==> config.mk <==
export PLATFORM = sky130hd
export DESIGN_NAME = keypad_expression_editor
export DESIGN_NICKNAME = d
export VERILOG_FILES = /design/src/rtl/kee_pkg.sv /design/src/rtl/kee_front.sv /design/src/rtl/kee_fifo.sv /design/src/rtl/kee_back.sv /design/src/rtl/keypad_expression_editor.sv
export VERILOG_INCLUDE_DIRS = /design/src /design/src/rtl
export SDC_FILE = /design/constraint.sdc
export NUM_CORES = 1
export LEC_CHECK = 0
export ABC_AREA = 1
export BUFFER_PORTS_ARGS = -buffer_cell sky130_fd_sc_hd__buf_2
export CORE_MARGIN = 2
export CORE_UTILIZATION = 63
export CTS_CLUSTER_SIZE = 14
export DETAILED_ROUTE_END_ITERATION = 12
export GPL_ROUTABILITY_DRIVEN = 0
export PLACE_DENSITY_LB_ADDON = 0.12
export SYNTH_ARGS = -nofsm -noshare
export SYNTH_HDL_FRONTEND = slang
export SYNTH_HIERARCHICAL = 1
export SYNTH_SLANG_ARGS = --single-unit
==> constraint.sdc <==
create_clock -name clk_i -period 9.7 [get_ports clk_i]
set_input_delay 2.425 -clock clk_i [delete_from_list [all_inputs] [get_ports clk_i]]
set_output_delay 2.425 -clock clk_i [all_outputs]
set_load 0.02 [all_outputs]
==> src/rtl/assert_macros.svh <==
// Assertion helpers for the RTL files; keypad_expression_editor.sv includes them.
`ifndef ASSERT_MACROS_SVH
`define ASSERT_MACROS_SVH
`ifndef SYNTHESIS
`define KEE_ASSERT(lbl, prop) \
  lbl: assert property (@(posedge clk_i) disable iff (!rst_ni) prop) \
    else $error("keypad editor assertion failed");
`define KEE_ASSERT_ALWAYS(lbl, prop) \
  lbl: assert property (@(posedge clk_i) prop) \
    else $error("keypad editor assertion failed");
`else
`define KEE_ASSERT(lbl, prop)
`define KEE_ASSERT_ALWAYS(lbl, prop)
`endif
`endif

==> src/rtl/kee_pkg.sv <==
package kee_pkg;

  localparam int BufDepth = 32;
  localparam int AddrW    = $clog2(BufDepth);
  localparam int CntW     = $clog2(BufDepth + 1);
  localparam int QDepth   = 2;
  localparam int QPtrW    = (QDepth > 1) ? $clog2(QDepth) : 1;
  localparam int QCntW    = $clog2(QDepth + 1);

  localparam logic [7:0] KeyShift = 8'h44;
  localparam logic [7:0] KeyA     = 8'h41;
  localparam logic [7:0] KeyB     = 8'h42;
  localparam logic [7:0] KeyC     = 8'h43;
  localparam logic [7:0] KeyHash  = 8'h23;
  localparam logic [7:0] Digit0   = 8'h30;
  localparam logic [7:0] Digit9   = 8'h39;
  localparam logic [7:0] ChPlus   = 8'h2B;
  localparam logic [7:0] ChMinus  = 8'h2D;
  localparam logic [7:0] ChMul    = 8'h78;
  localparam logic [7:0] ChDiv    = 8'h2F;
  localparam logic [7:0] ChDot    = 8'h2E;

  typedef enum logic [1:0] {
    CmdKey    = 2'd0,
    CmdClrErr = 2'd1,
    CmdRead   = 2'd2
  } cmd_e;

  typedef enum logic [3:0] {
    OpNop,
    OpShift,
    OpDigit,
    OpKeyA,
    OpKeyB,
    OpKeyC,
    OpKeyHash,
    OpClrErr,
    OpRead
  } op_e;

  typedef struct packed {
    op_e              op;
    logic [7:0]       ch;
    logic [AddrW-1:0] idx;
  } entry_t;

  typedef struct packed {
    logic             full;
    logic             empty;
    logic [QCntW-1:0] count;
  } q_status_t;

  function automatic logic is_op(input logic [7:0] c);
    return (c == ChPlus) || (c == ChMinus) || (c == ChMul) || (c == ChDiv);
  endfunction

endpackage

==> src/rtl/kee_front.sv <==
module kee_front (
  input  logic                  in_valid_i,
  output logic                  in_stall_o,
  input  logic [1:0]            in_cmd_i,
  input  logic [7:0]            in_key_i,
  input  logic [4:0]            in_read_index_i,
  input  logic                  q_full_i,
  output logic                  q_push_o,
  output kee_pkg::entry_t       q_entry_o
);

  kee_pkg::op_e key_op;

  always_comb begin
    if (in_key_i == kee_pkg::KeyShift) begin
      key_op = kee_pkg::OpShift;
    end else if (in_key_i >= kee_pkg::Digit0 && in_key_i <= kee_pkg::Digit9) begin
      key_op = kee_pkg::OpDigit;
    end else if (in_key_i == kee_pkg::KeyA) begin
      key_op = kee_pkg::OpKeyA;
    end else if (in_key_i == kee_pkg::KeyB) begin
      key_op = kee_pkg::OpKeyB;
    end else if (in_key_i == kee_pkg::KeyC) begin
      key_op = kee_pkg::OpKeyC;
    end else if (in_key_i == kee_pkg::KeyHash) begin
      key_op = kee_pkg::OpKeyHash;
    end else begin
      key_op = kee_pkg::OpNop;
    end
  end

  always_comb begin
    q_entry_o.ch  = in_key_i;
    q_entry_o.idx = in_read_index_i;
    case (kee_pkg::cmd_e'(in_cmd_i))
      kee_pkg::CmdKey:    q_entry_o.op = key_op;
      kee_pkg::CmdClrErr: q_entry_o.op = kee_pkg::OpClrErr;
      kee_pkg::CmdRead:   q_entry_o.op = kee_pkg::OpRead;
      default:            q_entry_o.op = kee_pkg::OpNop;
    endcase
  end

  assign in_stall_o = q_full_i;
  assign q_push_o   = in_valid_i && !q_full_i;

endmodule

==> src/rtl/kee_fifo.sv <==
module kee_fifo (
  input  logic                  clk_i,
  input  logic                  rst_ni,
  input  logic                  push_i,
  input  kee_pkg::entry_t       entry_i,
  input  logic                  pop_i,
  output logic                  valid_o,
  output kee_pkg::entry_t       entry_o,
  output kee_pkg::q_status_t    status_o
);

  kee_pkg::entry_t                    slots_q [kee_pkg::QDepth];
  logic [kee_pkg::QPtrW-1:0]          wr_ptr_q, wr_ptr_d;
  logic [kee_pkg::QPtrW-1:0]          rd_ptr_q, rd_ptr_d;
  logic [kee_pkg::QCntW-1:0]          count_q, count_d;
  logic                               do_push, do_pop;

  assign do_push = push_i && (count_q != kee_pkg::QCntW'(kee_pkg::QDepth));
  assign do_pop  = pop_i && (count_q != '0);

  always_comb begin
    wr_ptr_d = wr_ptr_q;
    rd_ptr_d = rd_ptr_q;
    count_d  = count_q;
    if (do_push) begin
      wr_ptr_d = (wr_ptr_q == kee_pkg::QPtrW'(kee_pkg::QDepth - 1)) ? '0
                 : wr_ptr_q + kee_pkg::QPtrW'(1);
    end
    if (do_pop) begin
      rd_ptr_d = (rd_ptr_q == kee_pkg::QPtrW'(kee_pkg::QDepth - 1)) ? '0
                 : rd_ptr_q + kee_pkg::QPtrW'(1);
    end
    if (do_push && !do_pop) begin
      count_d = count_q + kee_pkg::QCntW'(1);
    end else if (do_pop && !do_push) begin
      count_d = count_q - kee_pkg::QCntW'(1);
    end
  end

  always_ff @(posedge clk_i or negedge rst_ni) begin
    if (!rst_ni) begin
      wr_ptr_q <= '0;
      rd_ptr_q <= '0;
      count_q  <= '0;
    end else begin
      wr_ptr_q <= wr_ptr_d;
      rd_ptr_q <= rd_ptr_d;
      count_q  <= count_d;
    end
  end

  always_ff @(posedge clk_i) begin
    if (do_push) begin
      slots_q[wr_ptr_q] <= entry_i;
    end
  end

  assign valid_o        = (count_q != '0);
  assign entry_o        = slots_q[rd_ptr_q];
  assign status_o.full  = (count_q == kee_pkg::QCntW'(kee_pkg::QDepth));
  assign status_o.empty = (count_q == '0);
  assign status_o.count = count_q;

endmodule

==> src/rtl/kee_back.sv <==
module kee_back (
  input  logic                  clk_i,
  input  logic                  rst_ni,
  input  logic                  q_valid_i,
  input  kee_pkg::entry_t       q_entry_i,
  output logic                  q_pop_o,
  output logic                  out_valid_o,
  input  logic                  out_stall_i,
  output logic [5:0]            out_length_o,
  output logic [7:0]            out_last_char_o,
  output logic                  out_shift_on_o,
  output logic                  out_error_o,
  output logic [7:0]            out_read_char_o
);

  localparam int CntW  = kee_pkg::CntW;
  localparam int AddrW = kee_pkg::AddrW;

  logic [7:0]      mem [kee_pkg::BufDepth];

  logic [CntW-1:0] fill_q, fill_d;
  logic            shift_q, shift_d;
  logic            err_q, err_d;
  logic [7:0]      last_q, last_d;
  logic [7:0]      prev_q, prev2_q, deep_q;

  logic            out_valid_q;
  logic [5:0]      out_len_q;
  logic [7:0]      out_last_q;
  logic            out_shift_q, out_err_q;
  logic            rd_en_q, rd_en_d;
  logic [7:0]      rd_data_q;

  logic            exec, full;
  logic            do_push, do_pop, do_clear;
  logic [7:0]      push_ch, op_ch;
  logic [AddrW-1:0] deep_addr;

  assign exec      = q_valid_i && (!out_valid_q || !out_stall_i);
  assign q_pop_o   = exec;
  assign full      = (fill_q == CntW'(kee_pkg::BufDepth));
  assign deep_addr = AddrW'(fill_q - CntW'(5));

  always_comb begin
    if (q_entry_i.op == kee_pkg::OpKeyA) begin
      op_ch = shift_q ? kee_pkg::ChMul : kee_pkg::ChPlus;
    end else begin
      op_ch = shift_q ? kee_pkg::ChDiv : kee_pkg::ChMinus;
    end
  end

  always_comb begin
    do_push  = 1'b0;
    do_pop   = 1'b0;
    do_clear = 1'b0;
    push_ch  = q_entry_i.ch;
    shift_d  = shift_q;
    err_d    = err_q;
    rd_en_d  = 1'b0;
    case (q_entry_i.op)
      kee_pkg::OpShift: shift_d = ~shift_q;
      kee_pkg::OpDigit: do_push = !full;
      kee_pkg::OpKeyA, kee_pkg::OpKeyB: begin
        if (fill_q != '0 && kee_pkg::is_op(last_q)) begin
          err_d = 1'b1;
        end else begin
          do_push = !full;
          push_ch = op_ch;
        end
      end
      kee_pkg::OpKeyC: begin
        if (!shift_q) begin
          do_push = !full;
          push_ch = kee_pkg::ChDot;
        end
      end
      kee_pkg::OpKeyHash: begin
        if (shift_q) begin
          do_clear = 1'b1;
          err_d    = 1'b0;
        end else if (fill_q != '0) begin
          do_pop = 1'b1;
          if (fill_q < CntW'(3) || !kee_pkg::is_op(prev_q) || !kee_pkg::is_op(prev2_q)) begin
            err_d = 1'b0;
          end
        end
      end
      kee_pkg::OpClrErr: err_d = 1'b0;
      kee_pkg::OpRead: rd_en_d = (CntW'(q_entry_i.idx) < fill_q);
      default: ;
    endcase
  end

  always_comb begin
    fill_d = fill_q;
    last_d = last_q;
    if (do_clear) begin
      fill_d = '0;
    end else if (do_push) begin
      fill_d = fill_q + CntW'(1);
      last_d = push_ch;
    end else if (do_pop) begin
      fill_d = fill_q - CntW'(1);
      last_d = prev_q;
    end
  end

  always_ff @(posedge clk_i or negedge rst_ni) begin
    if (!rst_ni) begin
      fill_q      <= '0;
      shift_q     <= 1'b0;
      err_q       <= 1'b0;
      out_valid_q <= 1'b0;
    end else begin
      if (exec) begin
        fill_q  <= fill_d;
        shift_q <= shift_d;
        err_q   <= err_d;
      end
      if (exec) begin
        out_valid_q <= 1'b1;
      end else if (!out_stall_i) begin
        out_valid_q <= 1'b0;
      end
    end
  end

  // The three newest characters are cached; the fourth is refilled from the buffer.
  always_ff @(posedge clk_i) begin
    if (exec && do_push) begin
      mem[fill_q[AddrW-1:0]] <= push_ch;
    end
    if (exec) begin
      rd_data_q <= mem[q_entry_i.idx];
    end
    if (exec && do_pop) begin
      deep_q <= mem[deep_addr];
    end else if (exec && do_push) begin
      deep_q <= prev2_q;
    end
  end

  always_ff @(posedge clk_i) begin
    if (exec) begin
      last_q      <= last_d;
      out_len_q   <= 6'(fill_d);
      out_last_q  <= (fill_d != '0) ? last_d : 8'd0;
      out_shift_q <= shift_d;
      out_err_q   <= err_d;
      rd_en_q     <= rd_en_d;
      if (do_push) begin
        prev_q  <= last_q;
        prev2_q <= prev_q;
      end else if (do_pop) begin
        prev_q  <= prev2_q;
        prev2_q <= deep_q;
      end
    end
  end

  assign out_valid_o     = out_valid_q;
  assign out_length_o    = out_len_q;
  assign out_last_char_o = out_last_q;
  assign out_shift_on_o  = out_shift_q;
  assign out_error_o     = out_err_q;
  assign out_read_char_o = rd_en_q ? rd_data_q : 8'd0;

endmodule

==> src/rtl/keypad_expression_editor.sv <==
// Channel  Handshake                 Payload
// in       in_valid_i / in_stall_o   in_cmd_i, in_key_i, in_read_index_i
// out      out_valid_o / out_stall_i out_length_o, out_last_char_o, out_shift_on_o,
//                                    out_error_o, out_read_char_o
//
// One beat is taken every cycle while the queue is not full; the back end executes
// the queue head whenever the output register is empty or not stalled. Each beat is
// written into the queue, then executed by the back end into the output register.
// The two-entry queue lets input beats keep arriving while the output register is stalled.
// Reset clears the fill count, the flags and the queue; buffer contents are not cleared.
`include "assert_macros.svh"

module keypad_expression_editor (
  input  logic       clk_i,
  input  logic       rst_ni,
  input  logic       in_valid_i,
  output logic       in_stall_o,
  input  logic [1:0] in_cmd_i,
  input  logic [7:0] in_key_i,
  input  logic [4:0] in_read_index_i,
  output logic       out_valid_o,
  input  logic       out_stall_i,
  output logic [5:0] out_length_o,
  output logic [7:0] out_last_char_o,
  output logic       out_shift_on_o,
  output logic       out_error_o,
  output logic [7:0] out_read_char_o
);

  logic               q_push, q_pop, q_valid;
  kee_pkg::entry_t    push_entry, head_entry;
  kee_pkg::q_status_t q_status;

  kee_front u_front (
    .in_valid_i      (in_valid_i),
    .in_stall_o      (in_stall_o),
    .in_cmd_i        (in_cmd_i),
    .in_key_i        (in_key_i),
    .in_read_index_i (in_read_index_i),
    .q_full_i        (q_status.full),
    .q_push_o        (q_push),
    .q_entry_o       (push_entry)
  );

  kee_fifo u_fifo (
    .clk_i    (clk_i),
    .rst_ni   (rst_ni),
    .push_i   (q_push),
    .entry_i  (push_entry),
    .pop_i    (q_pop),
    .valid_o  (q_valid),
    .entry_o  (head_entry),
    .status_o (q_status)
  );

  kee_back u_back (
    .clk_i           (clk_i),
    .rst_ni          (rst_ni),
    .q_valid_i       (q_valid),
    .q_entry_i       (head_entry),
    .q_pop_o         (q_pop),
    .out_valid_o     (out_valid_o),
    .out_stall_i     (out_stall_i),
    .out_length_o    (out_length_o),
    .out_last_char_o (out_last_char_o),
    .out_shift_on_o  (out_shift_on_o),
    .out_error_o     (out_error_o),
    .out_read_char_o (out_read_char_o)
  );

  `KEE_ASSERT(a_queue_grows, (q_push && !q_pop) |=> (q_status.count == $past(q_status.count) + 1))
  `KEE_ASSERT(a_back_flows, (out_valid_o && !out_stall_i && !q_status.empty) |=> out_valid_o)
  `KEE_ASSERT_ALWAYS(a_empty_last, out_valid_o |-> ((out_length_o == 6'd0) == (out_last_char_o == 8'd0)))
  `KEE_ASSERT(a_len_bound, out_valid_o |-> (out_length_o <= 6'd32))

endmodule
==> run_summary.xml, run 1 <==
<?xml version="1.0" encoding="UTF-8"?>
<metrics>
  <group name="min_path">
    <metric name="hp-start" unit="">u_fifo/wr_ptr_q</metric>
    <metric name="hp-class" unit="">register to register</metric>
  </group>
  <group name="route">
    <metric name="drt_iter0_markers" unit="">2263</metric>
    <metric name="drt-pass1-iter-count" unit="">6</metric>
    <metric name="route.vias.total" unit="">14250</metric>
    <metric name="avgViaCountPerCell" unit="">6.445</metric>
    <metric name="detail-route-antenna-nets" unit="">0</metric>
    <metric name="wirelength" unit="um">50210</metric>
    <metric name="wire_per_inst" unit="um">22.71</metric>
    <metric name="detailed_route_drc_error_count" unit="">0</metric>
  </group>
  <group name="grt">
    <metric name="global_route.usage.total" unit="">0.3323</metric>
    <metric name="grt_max_degree" unit="">107</metric>
    <metric name="grt.overflow.total" unit="">0</metric>
    <metric name="grt_antenna_before_repair" unit="">0</metric>
    <metric name="global_route_wire_length_before_repair" unit="um">76160</metric>
    <metric name="vias_in_the_first_global_route" unit="">13180</metric>
  </group>
  <group name="clocking">
    <metric name="post_cts.resized_instances" unit="">0</metric>
    <metric name="root_buffer_selected_by_cts" unit="">sky130_fd_sc_hd__clkbuf_16</metric>
    <metric name="tritoncts" unit="">done</metric>
    <metric name="clk-insertion-delay-late" unit="ps">530</metric>
    <metric name="cts.path.max_buffers" unit="">3</metric>
    <metric name="cts_sinks" unit="">360</metric>
    <metric name="cts-buffers-inserted" unit="">37</metric>
    <metric name="clk_pin_slew" unit="ps">60</metric>
    <metric name="cts_post_setup_buffers_inserted" unit="">0</metric>
    <metric name="number_of_buffers_added_to_fix_hold_violations_after_cts" unit="">0</metric>
    <metric name="htreeDepth" unit="">2</metric>
  </group>
  <group name="place">
    <metric name="portBuffers" unit="">44</metric>
    <metric name="hpwl" unit="um">31250</metric>
  </group>
  <group name="synth">
    <metric name="synth_top_area_frac" unit="">0.5780</metric>
    <metric name="ys_flop_type" unit="">sky130_fd_sc_hd__edfxtp_1</metric>
    <metric name="post_synth.cell_area_avg" unit="um^2">9.797</metric>
    <metric name="postSynthRegisterBits" unit="">360</metric>
    <metric name="synth_most_common_cell" unit="">sky130_fd_sc_hd__edfxtp_1</metric>
    <metric name="synthTopCellsByArea" unit="">sky130_fd_sc_hd__edfxtp_1, sky130_fd_sc_hd__o21ai_0, sky130_fd_sc_hd__nand2_1</metric>
    <metric name="cell_area_synth" unit="mm^2">0.01803</metric>
    <metric name="synth_warnings" unit="">6</metric>
    <metric name="synth.yosys.seq_area_share" unit="">0.5961</metric>
    <metric name="synth_async_sr_flop_share" unit="">0.03611</metric>
    <metric name="synthesis.instances" unit="">1840</metric>
    <metric name="synth-edff-count" unit="">347</metric>
    <metric name="synth_top_cell_by_area" unit="">sky130_fd_sc_hd__edfxtp_1</metric>
    <metric name="synth.distinct_cells" unit="">43</metric>
    <metric name="commonest_cells_in_the_netlist" unit="">sky130_fd_sc_hd__edfxtp_1, sky130_fd_sc_hd__o21ai_0, sky130_fd_sc_hd__nand2_1</metric>
    <metric name="synth.net_count" unit="">1870</metric>
  </group>
  <group name="timing">
    <metric name="final.period_utilization" unit="">0.5160</metric>
    <metric name="timing.clock.skew" unit="ps">23.93</metric>
    <metric name="setup_viol" unit="">0</metric>
    <metric name="final_hold_viol_count" unit="">0</metric>
    <metric name="min_period" unit="ps">5005</metric>
    <metric name="timing.max_slew.rel_slack" unit="">0.1473</metric>
    <metric name="timing_max_transition_violations_final" unit="">0</metric>
    <metric name="grt_setup_unrepaired" unit="">no</metric>
    <metric name="setup_tns" unit="ps">0</metric>
    <metric name="worst-slew-pin-transition" unit="ps">1278</metric>
    <metric name="max_freq" unit="MHz">199.8</metric>
  </group>
  <group name="cells_and_area">
    <metric name="design.final.nets" unit="">1837</metric>
    <metric name="drive_above_1_share" unit="">0.09602</metric>
    <metric name="fin_util" unit="">0.6960</metric>
    <metric name="area_growth" unit="%">8.141</metric>
    <metric name="insertedDiodeCount" unit="">0</metric>
  </group>
  <group name="critical_path">
    <metric name="type_of_destination_of_the_critical_path" unit="">register</metric>
    <metric name="cp_max_fo" unit="">90</metric>
    <metric name="critical_path.reg2reg.startpoint" unit="">u_back/fill_q[0]</metric>
    <metric name="required" unit="ps">9840</metric>
    <metric name="criticalPathCategory" unit="">register to register</metric>
    <metric name="critPathLaunchType" unit="">register</metric>
    <metric name="critical_path.startpoint" unit="">u_back/fill_q[0]</metric>
    <metric name="crit_arrival" unit="ps">5150</metric>
  </group>
  <group name="die">
    <metric name="die_area" unit="mm^2">0.02998</metric>
    <metric name="floorplan.initialDensity" unit="">0.6436</metric>
    <metric name="die_y" unit="um">173.2</metric>
    <metric name="die_w" unit="um">173.2</metric>
    <metric name="coreArea" unit="mm^2">0.02801</metric>
    <metric name="rows" unit="">61</metric>
    <metric name="io-pin-count" unit="">45</metric>
  </group>
  <group name="pwr">
    <metric name="power.density" unit="mW/mm^2">399.2</metric>
    <metric name="leakage_power" unit="nW">7.110</metric>
    <metric name="ir_worst_vdd" unit="mV">0.2970</metric>
  </group>
  <group name="run">
    <metric name="max_cap_violations" unit="">0</metric>
  </group>
  <group name="outcome">
    <metric name="status" unit="">completed</metric>
  </group>
</metrics>
-- worst max-delay path, cell delays in order, from the launching register on --
cell	delay (ps)
sky130_fd_sc_hd__dfrtp_4	730
sky130_fd_sc_hd__inv_2	110
sky130_fd_sc_hd__buf_4	820
sky130_fd_sc_hd__ha_4	290
sky130_fd_sc_hd__nand3_4	110
sky130_fd_sc_hd__nand2_1	100
sky130_fd_sc_hd__inv_2	50
sky130_fd_sc_hd__nand2_4	70
sky130_fd_sc_hd__nand3_4	110
sky130_fd_sc_hd__nand3_2	550
sky130_fd_sc_hd__nand2_1	280
sky130_fd_sc_hd__inv_2	150
sky130_fd_sc_hd__nand2_1	450
sky130_fd_sc_hd__nor2_1	720
-- sequential cells by signal (all words and copies together), names as in the netlist --
| register | flops |
|---|---|
| u_back/mem | 256 |
| u_fifo/slots_q | 34 |
| u_back/deep_q | 8 |
| u_back/last_q | 8 |
| u_back/out_last_char_o | 8 |
| u_back/prev2_q | 8 |
| u_back/prev_q | 8 |
| u_back/rd_data_q | 8 |
| u_back/fill_q | 6 |
| u_back/out_length_o | 6 |
| u_fifo/count_q | 2 |
| u_back/err_q | 1 |
| u_back/out_error_o | 1 |
| u_back/out_shift_on_o | 1 |
| u_back/out_valid_o | 1 |
| u_back/rd_en_q | 1 |
| u_back/shift_q | 1 |
| u_fifo/rd_ptr_q | 1 |
| u_fifo/wr_ptr_q | 1 |
-- final timing paths --
check | end | slack, ps | depth (start not counted)
max in group asynchronous | u_back/fill_q[0] | 7630 | 1
hold / removal | u_fifo/wr_ptr_q | 480 | 2
setup / recovery | u_back/mem[27][2] | 4690 | 13
setup reg to reg | u_back/mem[27][2] | 4690 | 13
hold reg to reg | u_fifo/wr_ptr_q | 480 | 2
min in group asynchronous | u_back/fill_q[1] | 1790 | 1
-- stage by stage --
stage          worst slack (ps)  total power [mW]  hold WS, ps  instances  cell area, um^2
6_report                   4695             7.782        478.8       2211            19490
4_1_cts                    4923             7.652        486.4       2211            19490
2_1_floorplan              5036             4.985        449.0       1840            18030
3_3_place_gp               4978             6.111        461.7       2146            18250
3_5_place_dp               4879             6.181        471.1       2146            18250
5_1_grt                    4529             8.141        519.4       2211            19490
-- layout make-up --
class                           instances  area, um^2
Multi-Input combinational cell       1180        6053
Clock inverter                         15       225.2
Timing Repair Buffer                   61       347.8
Inverter                              167       629.4
Clock buffer                           50        1017
Tap cell                              378       473.0
Fill cell                            2106        8516
Sequential cell                       360       10750
-- power breakdown --
group	leakage, nW	switching (mW)	internal, mW	total, mW
clock network	0.599	0.571	0.894	1.47
registers	3.33	0.178	2.33	2.51
logic	3.18	2.84	0.967	3.81
-- placed cells by master (no fill, tap or decap), drive strengths merged, types with 2 or more instances in the layout --
cell,instances
nor4,2
inv,167
dfrtp,13
nand2,227
a32oi,6
nand4,9
edfxtp,347
ha,11
clkinv,8
o221ai,2
nor2,216
o211ai,111
nor3,3
buf,61
xor2,6
xnor2,2
a31oi,8
nand3,95
bufinv,6
o21ai,330
a21oi,132
nand3b,2
or2,2
o22ai,11
clkbuf,50
-- routing by layer --
metal	up-vias	part of all wire	track usage
li1	6449	-	-
met1	6616	0.38	0.4595
met2	982	0.45	0.5195
met3	202	0.12	0.06904
met4	0	0.049	0.1352
met5	-	0	0
-- logic make-up after synthesis --
family | count (synthesis) | synth area share
xor+xnor | 8 | 0.004720
flops | 360 | 0.5961
buf+inv | 300 | 0.06975
compound gates | 605 | 0.1880
fa+ha+maj | 11 | 0.007635
simple gates | 556 | 0.1338
(Power assumes the default switching activity.)
==> run 2, diff against run 1 <==
--- a/config.mk
+++ b/config.mk
@@ -6,7 +6,7 @@
 export SDC_FILE = /design/constraint.sdc
 export NUM_CORES = 1
 export LEC_CHECK = 0
-export ABC_AREA = 1
+export ABC_AREA = 0
 export BUFFER_PORTS_ARGS = -buffer_cell sky130_fd_sc_hd__buf_2
 export CORE_MARGIN = 2
 export CORE_UTILIZATION = 63
==> constraint.sdc (replaced) <==
create_clock -name clk_i -period 5 [get_ports clk_i]
set_input_delay 1.25 -clock clk_i [delete_from_list [all_inputs] [get_ports clk_i]]
set_output_delay 1.25 -clock clk_i [all_outputs]
set_load 0.02 [all_outputs]
==> run 2 against run 1 <==
  * Via count decreased by 30%
  * Synthesized area decreased by 4.8%
  * First-iteration DRC count is 39% lower
  * Die area decreased by 4.7%
  * Clock-buffer cell count shrank 3
  * Combinational power increased by 60%
  * Maximum frequency up 15%
  * Worst setup slack got worse by 4100 ps
  * Final cell count decreased by 38%
  * Sequential power rose by 82%
  * Register-to-register slack worse by 4100 ps
  * Sequential cell count unchanged
==> run_summary.xml, run 2 <==
<?xml version="1.0" encoding="UTF-8"?>
<metrics>
  <group name="die">
    <metric name="floorplan.initialDensity" unit="">0.6388</metric>
    <metric name="die_area" unit="mm^2">0.02859</metric>
    <metric name="coreArea" unit="mm^2">0.02688</metric>
    <metric name="io-pin-count" unit="">45</metric>
    <metric name="die_y" unit="um">169.1</metric>
    <metric name="rows" unit="">60</metric>
    <metric name="die_w" unit="um">169.1</metric>
  </group>
  <group name="grt">
    <metric name="global_route.usage.total" unit="">0.3148</metric>
    <metric name="grt.overflow.total" unit="">0</metric>
    <metric name="grt_antenna_before_repair" unit="">0</metric>
    <metric name="global_route_wire_length_before_repair" unit="um">64980</metric>
    <metric name="grt_max_degree" unit="">65</metric>
    <metric name="vias_in_the_first_global_route" unit="">9966</metric>
  </group>
  <group name="clocking">
    <metric name="clk_pin_slew" unit="ps">60</metric>
    <metric name="clk-insertion-delay-late" unit="ps">530</metric>
    <metric name="tritoncts" unit="">done</metric>
    <metric name="post_cts.resized_instances" unit="">0</metric>
    <metric name="cts-buffers-inserted" unit="">38</metric>
    <metric name="cts.path.max_buffers" unit="">3</metric>
    <metric name="root_buffer_selected_by_cts" unit="">sky130_fd_sc_hd__clkbuf_16</metric>
    <metric name="number_of_buffers_added_to_fix_hold_violations_after_cts" unit="">0</metric>
    <metric name="htreeDepth" unit="">2</metric>
    <metric name="cts_post_setup_buffers_inserted" unit="">0</metric>
    <metric name="cts_sinks" unit="">360</metric>
  </group>
  <group name="pwr">
    <metric name="p_int" unit="mW">8.532</metric>
    <metric name="netSwitchingFraction" unit="">0.3683</metric>
    <metric name="power_frac_clock" unit="">0.212</metric>
    <metric name="leakage_power" unit="nW">6.307</metric>
    <metric name="ir_worst_vdd" unit="mV">0.4463</metric>
    <metric name="power.density" unit="mW/mm^2">712.0</metric>
    <metric name="total_power" unit="mW">13.51</metric>
    <metric name="total_switching_power" unit="mW">4.974</metric>
    <metric name="combPwrFrac" unit="">0.450</metric>
    <metric name="sequentialPowerShare" unit="">0.338</metric>
  </group>
  <group name="critical_path">
    <metric name="critical_path.reg2reg.startpoint" unit="">u_fifo/rd_ptr_q</metric>
    <metric name="regToRegSetupSlack" unit="ps">630</metric>
    <metric name="timing.reg2reg.worst_path_depth" unit="">10</metric>
    <metric name="cp_max_fo" unit="">20</metric>
    <metric name="reg2reg_end" unit="">u_back/mem[7][2]</metric>
    <metric name="required" unit="ps">5150</metric>
    <metric name="critPathLaunchType" unit="">register</metric>
    <metric name="type_of_destination_of_the_critical_path" unit="">register</metric>
    <metric name="critical_path.startpoint" unit="">u_fifo/rd_ptr_q</metric>
    <metric name="criticalPathCategory" unit="">register to register</metric>
    <metric name="crit_arrival" unit="ps">4520</metric>
    <metric name="worstSetupEndpoint" unit="">u_back/mem[7][2]</metric>
  </group>
  <group name="synth">
    <metric name="post_synth.cell_area_avg" unit="um^2">18.07</metric>
    <metric name="synthesis.instances" unit="">950</metric>
    <metric name="synth_warnings" unit="">6</metric>
    <metric name="synth.net_count" unit="">980</metric>
    <metric name="cell_area_synth" unit="mm^2">0.01717</metric>
  </group>
  <group name="place">
    <metric name="pre_cts_ws" unit="ps">773.7</metric>
    <metric name="dp.cells" unit="">1293</metric>
    <metric name="portBuffers" unit="">44</metric>
    <metric name="hpwl" unit="um">29180</metric>
  </group>
  <group name="cells_and_area">
    <metric name="drive_above_1_share" unit="">0.3294</metric>
    <metric name="commonest_non_fill_non_tap_cell_in_the_layout" unit="">sky130_fd_sc_hd__edfxtp_1</metric>
    <metric name="area_growth" unit="%">10.49</metric>
    <metric name="insertedDiodeCount" unit="">0</metric>
    <metric name="finish.cell_count_without_fillers" unit="">1361</metric>
    <metric name="design.final.nets" unit="">1022</metric>
    <metric name="fill_cells" unit="">1649</metric>
    <metric name="layout_common_cells" unit="">sky130_fd_sc_hd__edfxtp_1, sky130_fd_sc_hd__mux4_2, sky130_fd_sc_hd__nand2_1, sky130_fd_sc_hd__nor2_1, sky130_fd_sc_hd__buf_2</metric>
    <metric name="largest_register_ffs" unit="">256</metric>
  </group>
  <group name="timing">
    <metric name="final_hold_viol_count" unit="">0</metric>
    <metric name="setup_tns" unit="ps">0</metric>
    <metric name="grt_setup_unrepaired" unit="">no</metric>
    <metric name="timing.max_slew.rel_slack" unit="">0.3424</metric>
    <metric name="min_period" unit="ps">4370</metric>
    <metric name="timing.clock.skew" unit="ps">17.39</metric>
    <metric name="max_freq" unit="MHz">228.8</metric>
    <metric name="worst-slew-pin-transition" unit="ps">986.4</metric>
    <metric name="timing_max_transition_violations_final" unit="">0</metric>
    <metric name="worst_setup_margin" unit="ps">629.9</metric>
    <metric name="setup_viol" unit="">0</metric>
    <metric name="final.period_utilization" unit="">0.8740</metric>
  </group>
  <group name="run">
    <metric name="max_cap_violations" unit="">0</metric>
  </group>
  <group name="route">
    <metric name="wirelength" unit="um">43270</metric>
    <metric name="route.vias.total" unit="">9908</metric>
    <metric name="wire_per_inst" unit="um">31.79</metric>
    <metric name="detail-route-antenna-nets" unit="">0</metric>
    <metric name="drt-pass1-iter-count" unit="">5</metric>
    <metric name="detailed_route_drc_error_count" unit="">0</metric>
    <metric name="avgViaCountPerCell" unit="">7.280</metric>
    <metric name="drt_iter0_markers" unit="">1384</metric>
  </group>
  <group name="outcome">
    <metric name="status" unit="">completed</metric>
  </group>
  <group name="min_path">
    <metric name="hp-class" unit="">register to register</metric>
  </group>
</metrics>
## run 2: changes by cell type in the layout (fill, tap and decap cells not counted), sizes merged, moves of 9 or more
cell and delta:
nand3 -84, o211ai -106, o21ai -317, a21oi -109, mux4 +160, nand2 -167, inv -144, mux2 +37
and2 +9, mux2i +16, nor2 -156, o22ai -11
## run 2: per-layer routing
metal | track usage | share of wire
met2 | 0.4943 | 0.47
met4 | 0.1349 | 0.046
met3 | 0.07482 | 0.12
met5 | 0 | 0
met1 | 0.4319 | 0.36
## run 2: cell type report
type,instances,area [um^2],area share
sequential,360,10750,0.5667
multi-input combinational,504,6017,0.3172
clock buffer,47,1036,0.05462
tap,341,426.7,0.02249
timing repair buffer,65,415.4,0.02190
clock inverter,21,237.7,0.01253
inverter,23,86.33,0.004551
## run 2: stage by stage
step / hold slack, ps / util / cell area (um^2)
floorplan: 456.4 / - / 17170
global placement: 475.3 / 0.6584 / 17690
detailed placement: 483.1 / 0.6584 / 17690
CTS: 492.2 / 0.7058 / 18970
global route: 519.0 / 0.7058 / 18970
finish: 494.5 / 0.7058 / 18970
## run 2: worst min path at each step
stage,start,end,cells past startpoint
finish,u_fifo/count_q[1],u_fifo/count_q[1],1
global route,u_fifo/count_q[1],u_fifo/count_q[1],1
floorplan,u_fifo/count_q[1],u_fifo/count_q[1],1
global placement,u_fifo/count_q[1],u_fifo/count_q[1],1
detailed placement,u_fifo/count_q[1],u_fifo/count_q[1],1
CTS,u_fifo/count_q[1],u_fifo/count_q[1],1
## run 2: critical path: stages (launching register included)
cell and delay (ps):
sky130_fd_sc_hd__dfrtp_1 640, sky130_fd_sc_hd__buf_4 290, sky130_fd_sc_hd__mux2_4 220, sky130_fd_sc_hd__or3b_1 360
sky130_fd_sc_hd__a21oi_2 230, sky130_fd_sc_hd__a21boi_4 340, sky130_fd_sc_hd__o21ai_1 120, sky130_fd_sc_hd__buf_4 230
sky130_fd_sc_hd__nor2_2 230, sky130_fd_sc_hd__nand2_1 510, sky130_fd_sc_hd__nor2_1 830
## run 2: power groups by stage
stage	clock, mW	combinational, mW	sequential, mW
final	2.86	6.08	4.57
after global routing	3.01	6.35	4.61
after CTS	2.90	6.02	4.57
after detailed placement	0	5.98	4.63
after global placement	0	5.86	4.61
after floorplan	0	4.04	4.60
==> run 3, diff against run 2 <==
--- a/config.mk
+++ b/config.mk
@@ -7,11 +7,11 @@
 export NUM_CORES = 1
 export LEC_CHECK = 0
 export ABC_AREA = 0
-export BUFFER_PORTS_ARGS = -buffer_cell sky130_fd_sc_hd__buf_2
 export CORE_MARGIN = 2
 export CORE_UTILIZATION = 63
 export CTS_CLUSTER_SIZE = 14
 export DETAILED_ROUTE_END_ITERATION = 12
+export DONT_BUFFER_PORTS = 1
 export GPL_ROUTABILITY_DRIVEN = 0
 export PLACE_DENSITY_LB_ADDON = 0.12
 export SYNTH_ARGS = -nofsm -noshare
==> run 3 against run 2 <==
  * Combinational power is 3.8% lower
  * Clock skew is 2.5 ps higher
  * Clock-buffer cell count stayed put
  * Global-route usage is 0.16 points higher
  * Clock power is 3% higher
  * Sequential cell count stayed put
  * Wire length hardly changed
  * Register-to-register slack better by 200 ps
  * Critical path depth stayed put
  * Worst hold slack worse by 71 ps
  * Largest cell class unchanged
  * Highest routed layer is now met5
==> run_summary.xml, run 3 (synthesis gave the netlist of run 2 again) <==
<?xml version="1.0" encoding="UTF-8"?>
<metrics>
  <group name="outcome">
    <metric name="status" unit="">completed</metric>
  </group>
  <group name="timing">
    <metric name="final.period_utilization" unit="">0.8346</metric>
    <metric name="worst_setup_margin" unit="ps">827.0</metric>
    <metric name="setup_viol" unit="">0</metric>
    <metric name="max_freq" unit="MHz">239.6</metric>
    <metric name="timing.clock.skew" unit="ps">19.89</metric>
    <metric name="timing.max_slew.rel_slack" unit="">0.2352</metric>
    <metric name="min_period" unit="ps">4173</metric>
    <metric name="worst-slew-pin-transition" unit="ps">1139</metric>
    <metric name="grt_setup_unrepaired" unit="">no</metric>
    <metric name="setup_tns" unit="ps">0</metric>
    <metric name="final_hold_viol_count" unit="">0</metric>
    <metric name="timing_max_transition_violations_final" unit="">0</metric>
  </group>
  <group name="route">
    <metric name="detail-route-antenna-nets" unit="">0</metric>
    <metric name="wirelength" unit="um">43290</metric>
    <metric name="drt-pass1-iter-count" unit="">5</metric>
    <metric name="avgViaCountPerCell" unit="">7.484</metric>
    <metric name="wire_per_inst" unit="um">32.87</metric>
    <metric name="drt_iter0_markers" unit="">1171</metric>
    <metric name="detailed_route_drc_error_count" unit="">0</metric>
    <metric name="route.vias.total" unit="">9857</metric>
  </group>
  <group name="clocking">
    <metric name="htreeDepth" unit="">2</metric>
    <metric name="cts.path.max_buffers" unit="">3</metric>
    <metric name="cts-buffers-inserted" unit="">38</metric>
    <metric name="cts_post_setup_buffers_inserted" unit="">0</metric>
    <metric name="cts_sinks" unit="">360</metric>
    <metric name="root_buffer_selected_by_cts" unit="">sky130_fd_sc_hd__clkbuf_16</metric>
    <metric name="tritoncts" unit="">done</metric>
    <metric name="clk_pin_slew" unit="ps">60</metric>
    <metric name="clk-insertion-delay-late" unit="ps">530</metric>
    <metric name="post_cts.resized_instances" unit="">0</metric>
    <metric name="number_of_buffers_added_to_fix_hold_violations_after_cts" unit="">0</metric>
  </group>
  <group name="critical_path">
    <metric name="crit_path_frequent_cell" unit="">sky130_fd_sc_hd__buf_4</metric>
    <metric name="timing.critical_path.slowest_stage_cell" unit="">sky130_fd_sc_hd__nor2_1</metric>
    <metric name="required" unit="ps">5150</metric>
    <metric name="crit_arrival" unit="ps">4320</metric>
    <metric name="critical_path.reg2reg.startpoint" unit="">u_fifo/rd_ptr_q</metric>
    <metric name="criticalPathCategory" unit="">register to register</metric>
    <metric name="type_of_destination_of_the_critical_path" unit="">register</metric>
    <metric name="crit_family" unit="">simple AND/OR/NAND/NOR gates</metric>
    <metric name="critPathLaunchType" unit="">register</metric>
    <metric name="critical_path.cell_chain" unit="">buf_4, mux2_4, or3b_1, a21oi_2, a21boi_4, o21ai_1, buf_4, nor2_2, nand2_1, nor2_1</metric>
    <metric name="slowest_delay" unit="ps">760</metric>
    <metric name="timing.reg2reg.worst_path_depth" unit="">10</metric>
    <metric name="cp_max_fo" unit="">20</metric>
    <metric name="regToRegSetupSlack" unit="ps">830</metric>
    <metric name="cp.buffers_inverters" unit="">2</metric>
    <metric name="reg2reg_end" unit="">u_back/mem[19][5]</metric>
  </group>
  <group name="cells_and_area">
    <metric name="fill_cells" unit="">1695</metric>
    <metric name="largest_register_ffs" unit="">256</metric>
    <metric name="fin_util" unit="">0.6980</metric>
    <metric name="finish.cell_count_without_fillers" unit="">1317</metric>
    <metric name="commonest_non_fill_non_tap_cell_in_the_layout" unit="">sky130_fd_sc_hd__edfxtp_1</metric>
    <metric name="design.final.nets" unit="">978</metric>
    <metric name="drive_above_1_share" unit="">0.2985</metric>
    <metric name="area_growth" unit="%">9.278</metric>
    <metric name="sequential_cell_area" unit="mm^2">0.01075</metric>
    <metric name="multiInputGateArea" unit="mm^2">0.006008</metric>
    <metric name="layout_common_cells" unit="">sky130_fd_sc_hd__edfxtp_1, sky130_fd_sc_hd__mux4_2, sky130_fd_sc_hd__nand2_1, sky130_fd_sc_hd__nor2_1, sky130_fd_sc_hd__clkbuf_16</metric>
  </group>
  <group name="grt">
    <metric name="global_route.usage.total" unit="">0.3164</metric>
    <metric name="grt_max_degree" unit="">49</metric>
    <metric name="global_route_wire_length_before_repair" unit="um">65020</metric>
    <metric name="grt.overflow.total" unit="">0</metric>
    <metric name="grt_antenna_before_repair" unit="">2</metric>
    <metric name="vias_in_the_first_global_route" unit="">9709</metric>
  </group>
  <group name="pwr">
    <metric name="ir_worst_vdd" unit="mV">0.4612</metric>
    <metric name="sequentialPowerShare" unit="">0.346</metric>
    <metric name="netSwitchingFraction" unit="">0.3651</metric>
    <metric name="total_switching_power" unit="mW">4.920</metric>
    <metric name="power_frac_clock" unit="">0.220</metric>
    <metric name="total_power" unit="mW">13.48</metric>
    <metric name="p_int" unit="mW">8.557</metric>
    <metric name="power.density" unit="mW/mm^2">718.4</metric>
    <metric name="leakage_power" unit="nW">6.128</metric>
    <metric name="combPwrFrac" unit="">0.434</metric>
  </group>
  <group name="run">
    <metric name="max_cap_violations" unit="">0</metric>
  </group>
  <group name="die">
    <metric name="coreArea" unit="mm^2">0.02688</metric>
    <metric name="die_area" unit="mm^2">0.02859</metric>
    <metric name="die_y" unit="um">169.1</metric>
    <metric name="io-pin-count" unit="">45</metric>
    <metric name="die_w" unit="um">169.1</metric>
    <metric name="rows" unit="">60</metric>
    <metric name="floorplan.initialDensity" unit="">0.6388</metric>
  </group>
  <group name="place">
    <metric name="hpwl" unit="um">28920</metric>
    <metric name="pre_cts_ws" unit="ps">877.6</metric>
    <metric name="dp.cells" unit="">1249</metric>
    <metric name="portBuffers" unit="">0</metric>
  </group>
  <group name="min_path">
    <metric name="hp-class" unit="">input port to asynchronous set/reset pin</metric>
  </group>
</metrics>
run 3: changes by cell type in the layout (fill, tap and decap cells not counted), moves of 2 or more:
cell and delta:
sky130_fd_sc_hd__buf_2 -44, sky130_fd_sc_hd__bufinv_16 +3, sky130_fd_sc_hd__clkbuf_1 +3, sky130_fd_sc_hd__clkbuf_8 -3, sky130_fd_sc_hd__clkinv_1 -3, sky130_fd_sc_hd__buf_12 -2, sky130_fd_sc_hd__buf_4 +2
run 3: final cells by class:
class	count	share of cell area
multi-input combinational	504	0.3203
clock inverter	20	0.01661
tap	341	0.02274
inverter	23	0.004602
antenna	1	0.0001334
clock buffer	47	0.05362
sequential	360	0.5730
timing repair buffer	21	0.009070
run 3: metrics by stage:
step,cell area [um^2],hold WS (ps)
floorplan,17170,456.4
global placement,17440,475.0
detailed placement,17440,490.8
CTS,18760,406.9
global route,18760,408.9
finish,18760,423.3
run 3: per-layer routing:
layer / track usage / vias to the layer above / wire, um
met4: 0.1401 / 4 / 2073
met2: 0.4863 / 847 / 20180
met5: 0 / - / 28
met1: 0.4419 / 4994 / 15860
met3: 0.07622 / 137 / 5152
li1: - / 3875 / -
run 3: power by group through the flow:
stage          combinational [mW]  clock (mW)  sequential [mW]
6_report                     5.85        2.96             4.67
5_1_grt                      6.15        3.12             4.71
4_1_cts                      5.77        3.00             4.66
3_5_place_dp                 5.75           0             4.72
3_3_place_gp                 5.67           0             4.70
2_1_floorplan                4.04           0             4.60
run 3: how the worst max path moves through the flow:
| stage | start | endpoint | slack (ps) | cells past startpoint |
|---|---|---|---|---|
| finish | u_fifo/rd_ptr_q | u_back/mem[19][5] | 830 | 10 |
| global route | u_fifo/rd_ptr_q | u_back/mem[7][4] | 610 | 10 |
| CTS | u_fifo/rd_ptr_q | u_back/mem[19][5] | 910 | 10 |
| detailed placement | u_fifo/rd_ptr_q | u_back/mem[0][7] | 880 | 10 |
| global placement | u_fifo/rd_ptr_q | u_back/mem[28][2] | 1080 | 10 |
| floorplan | u_back/fill_q[0] | u_back/out_last_char_o[0] | 1420 | 11 |
run 3: worst register-to-register path, stage by stage, from the launching register on:
cell and delay (ps):
sky130_fd_sc_hd__dfrtp_1 460, sky130_fd_sc_hd__buf_4 310, sky130_fd_sc_hd__mux2_4 250, sky130_fd_sc_hd__or3b_1 360
sky130_fd_sc_hd__a21oi_2 230, sky130_fd_sc_hd__a21boi_4 350, sky130_fd_sc_hd__o21ai_1 130, sky130_fd_sc_hd__buf_4 230
sky130_fd_sc_hd__nor2_2 210, sky130_fd_sc_hd__nand2_1 520, sky130_fd_sc_hd__nor2_1 760
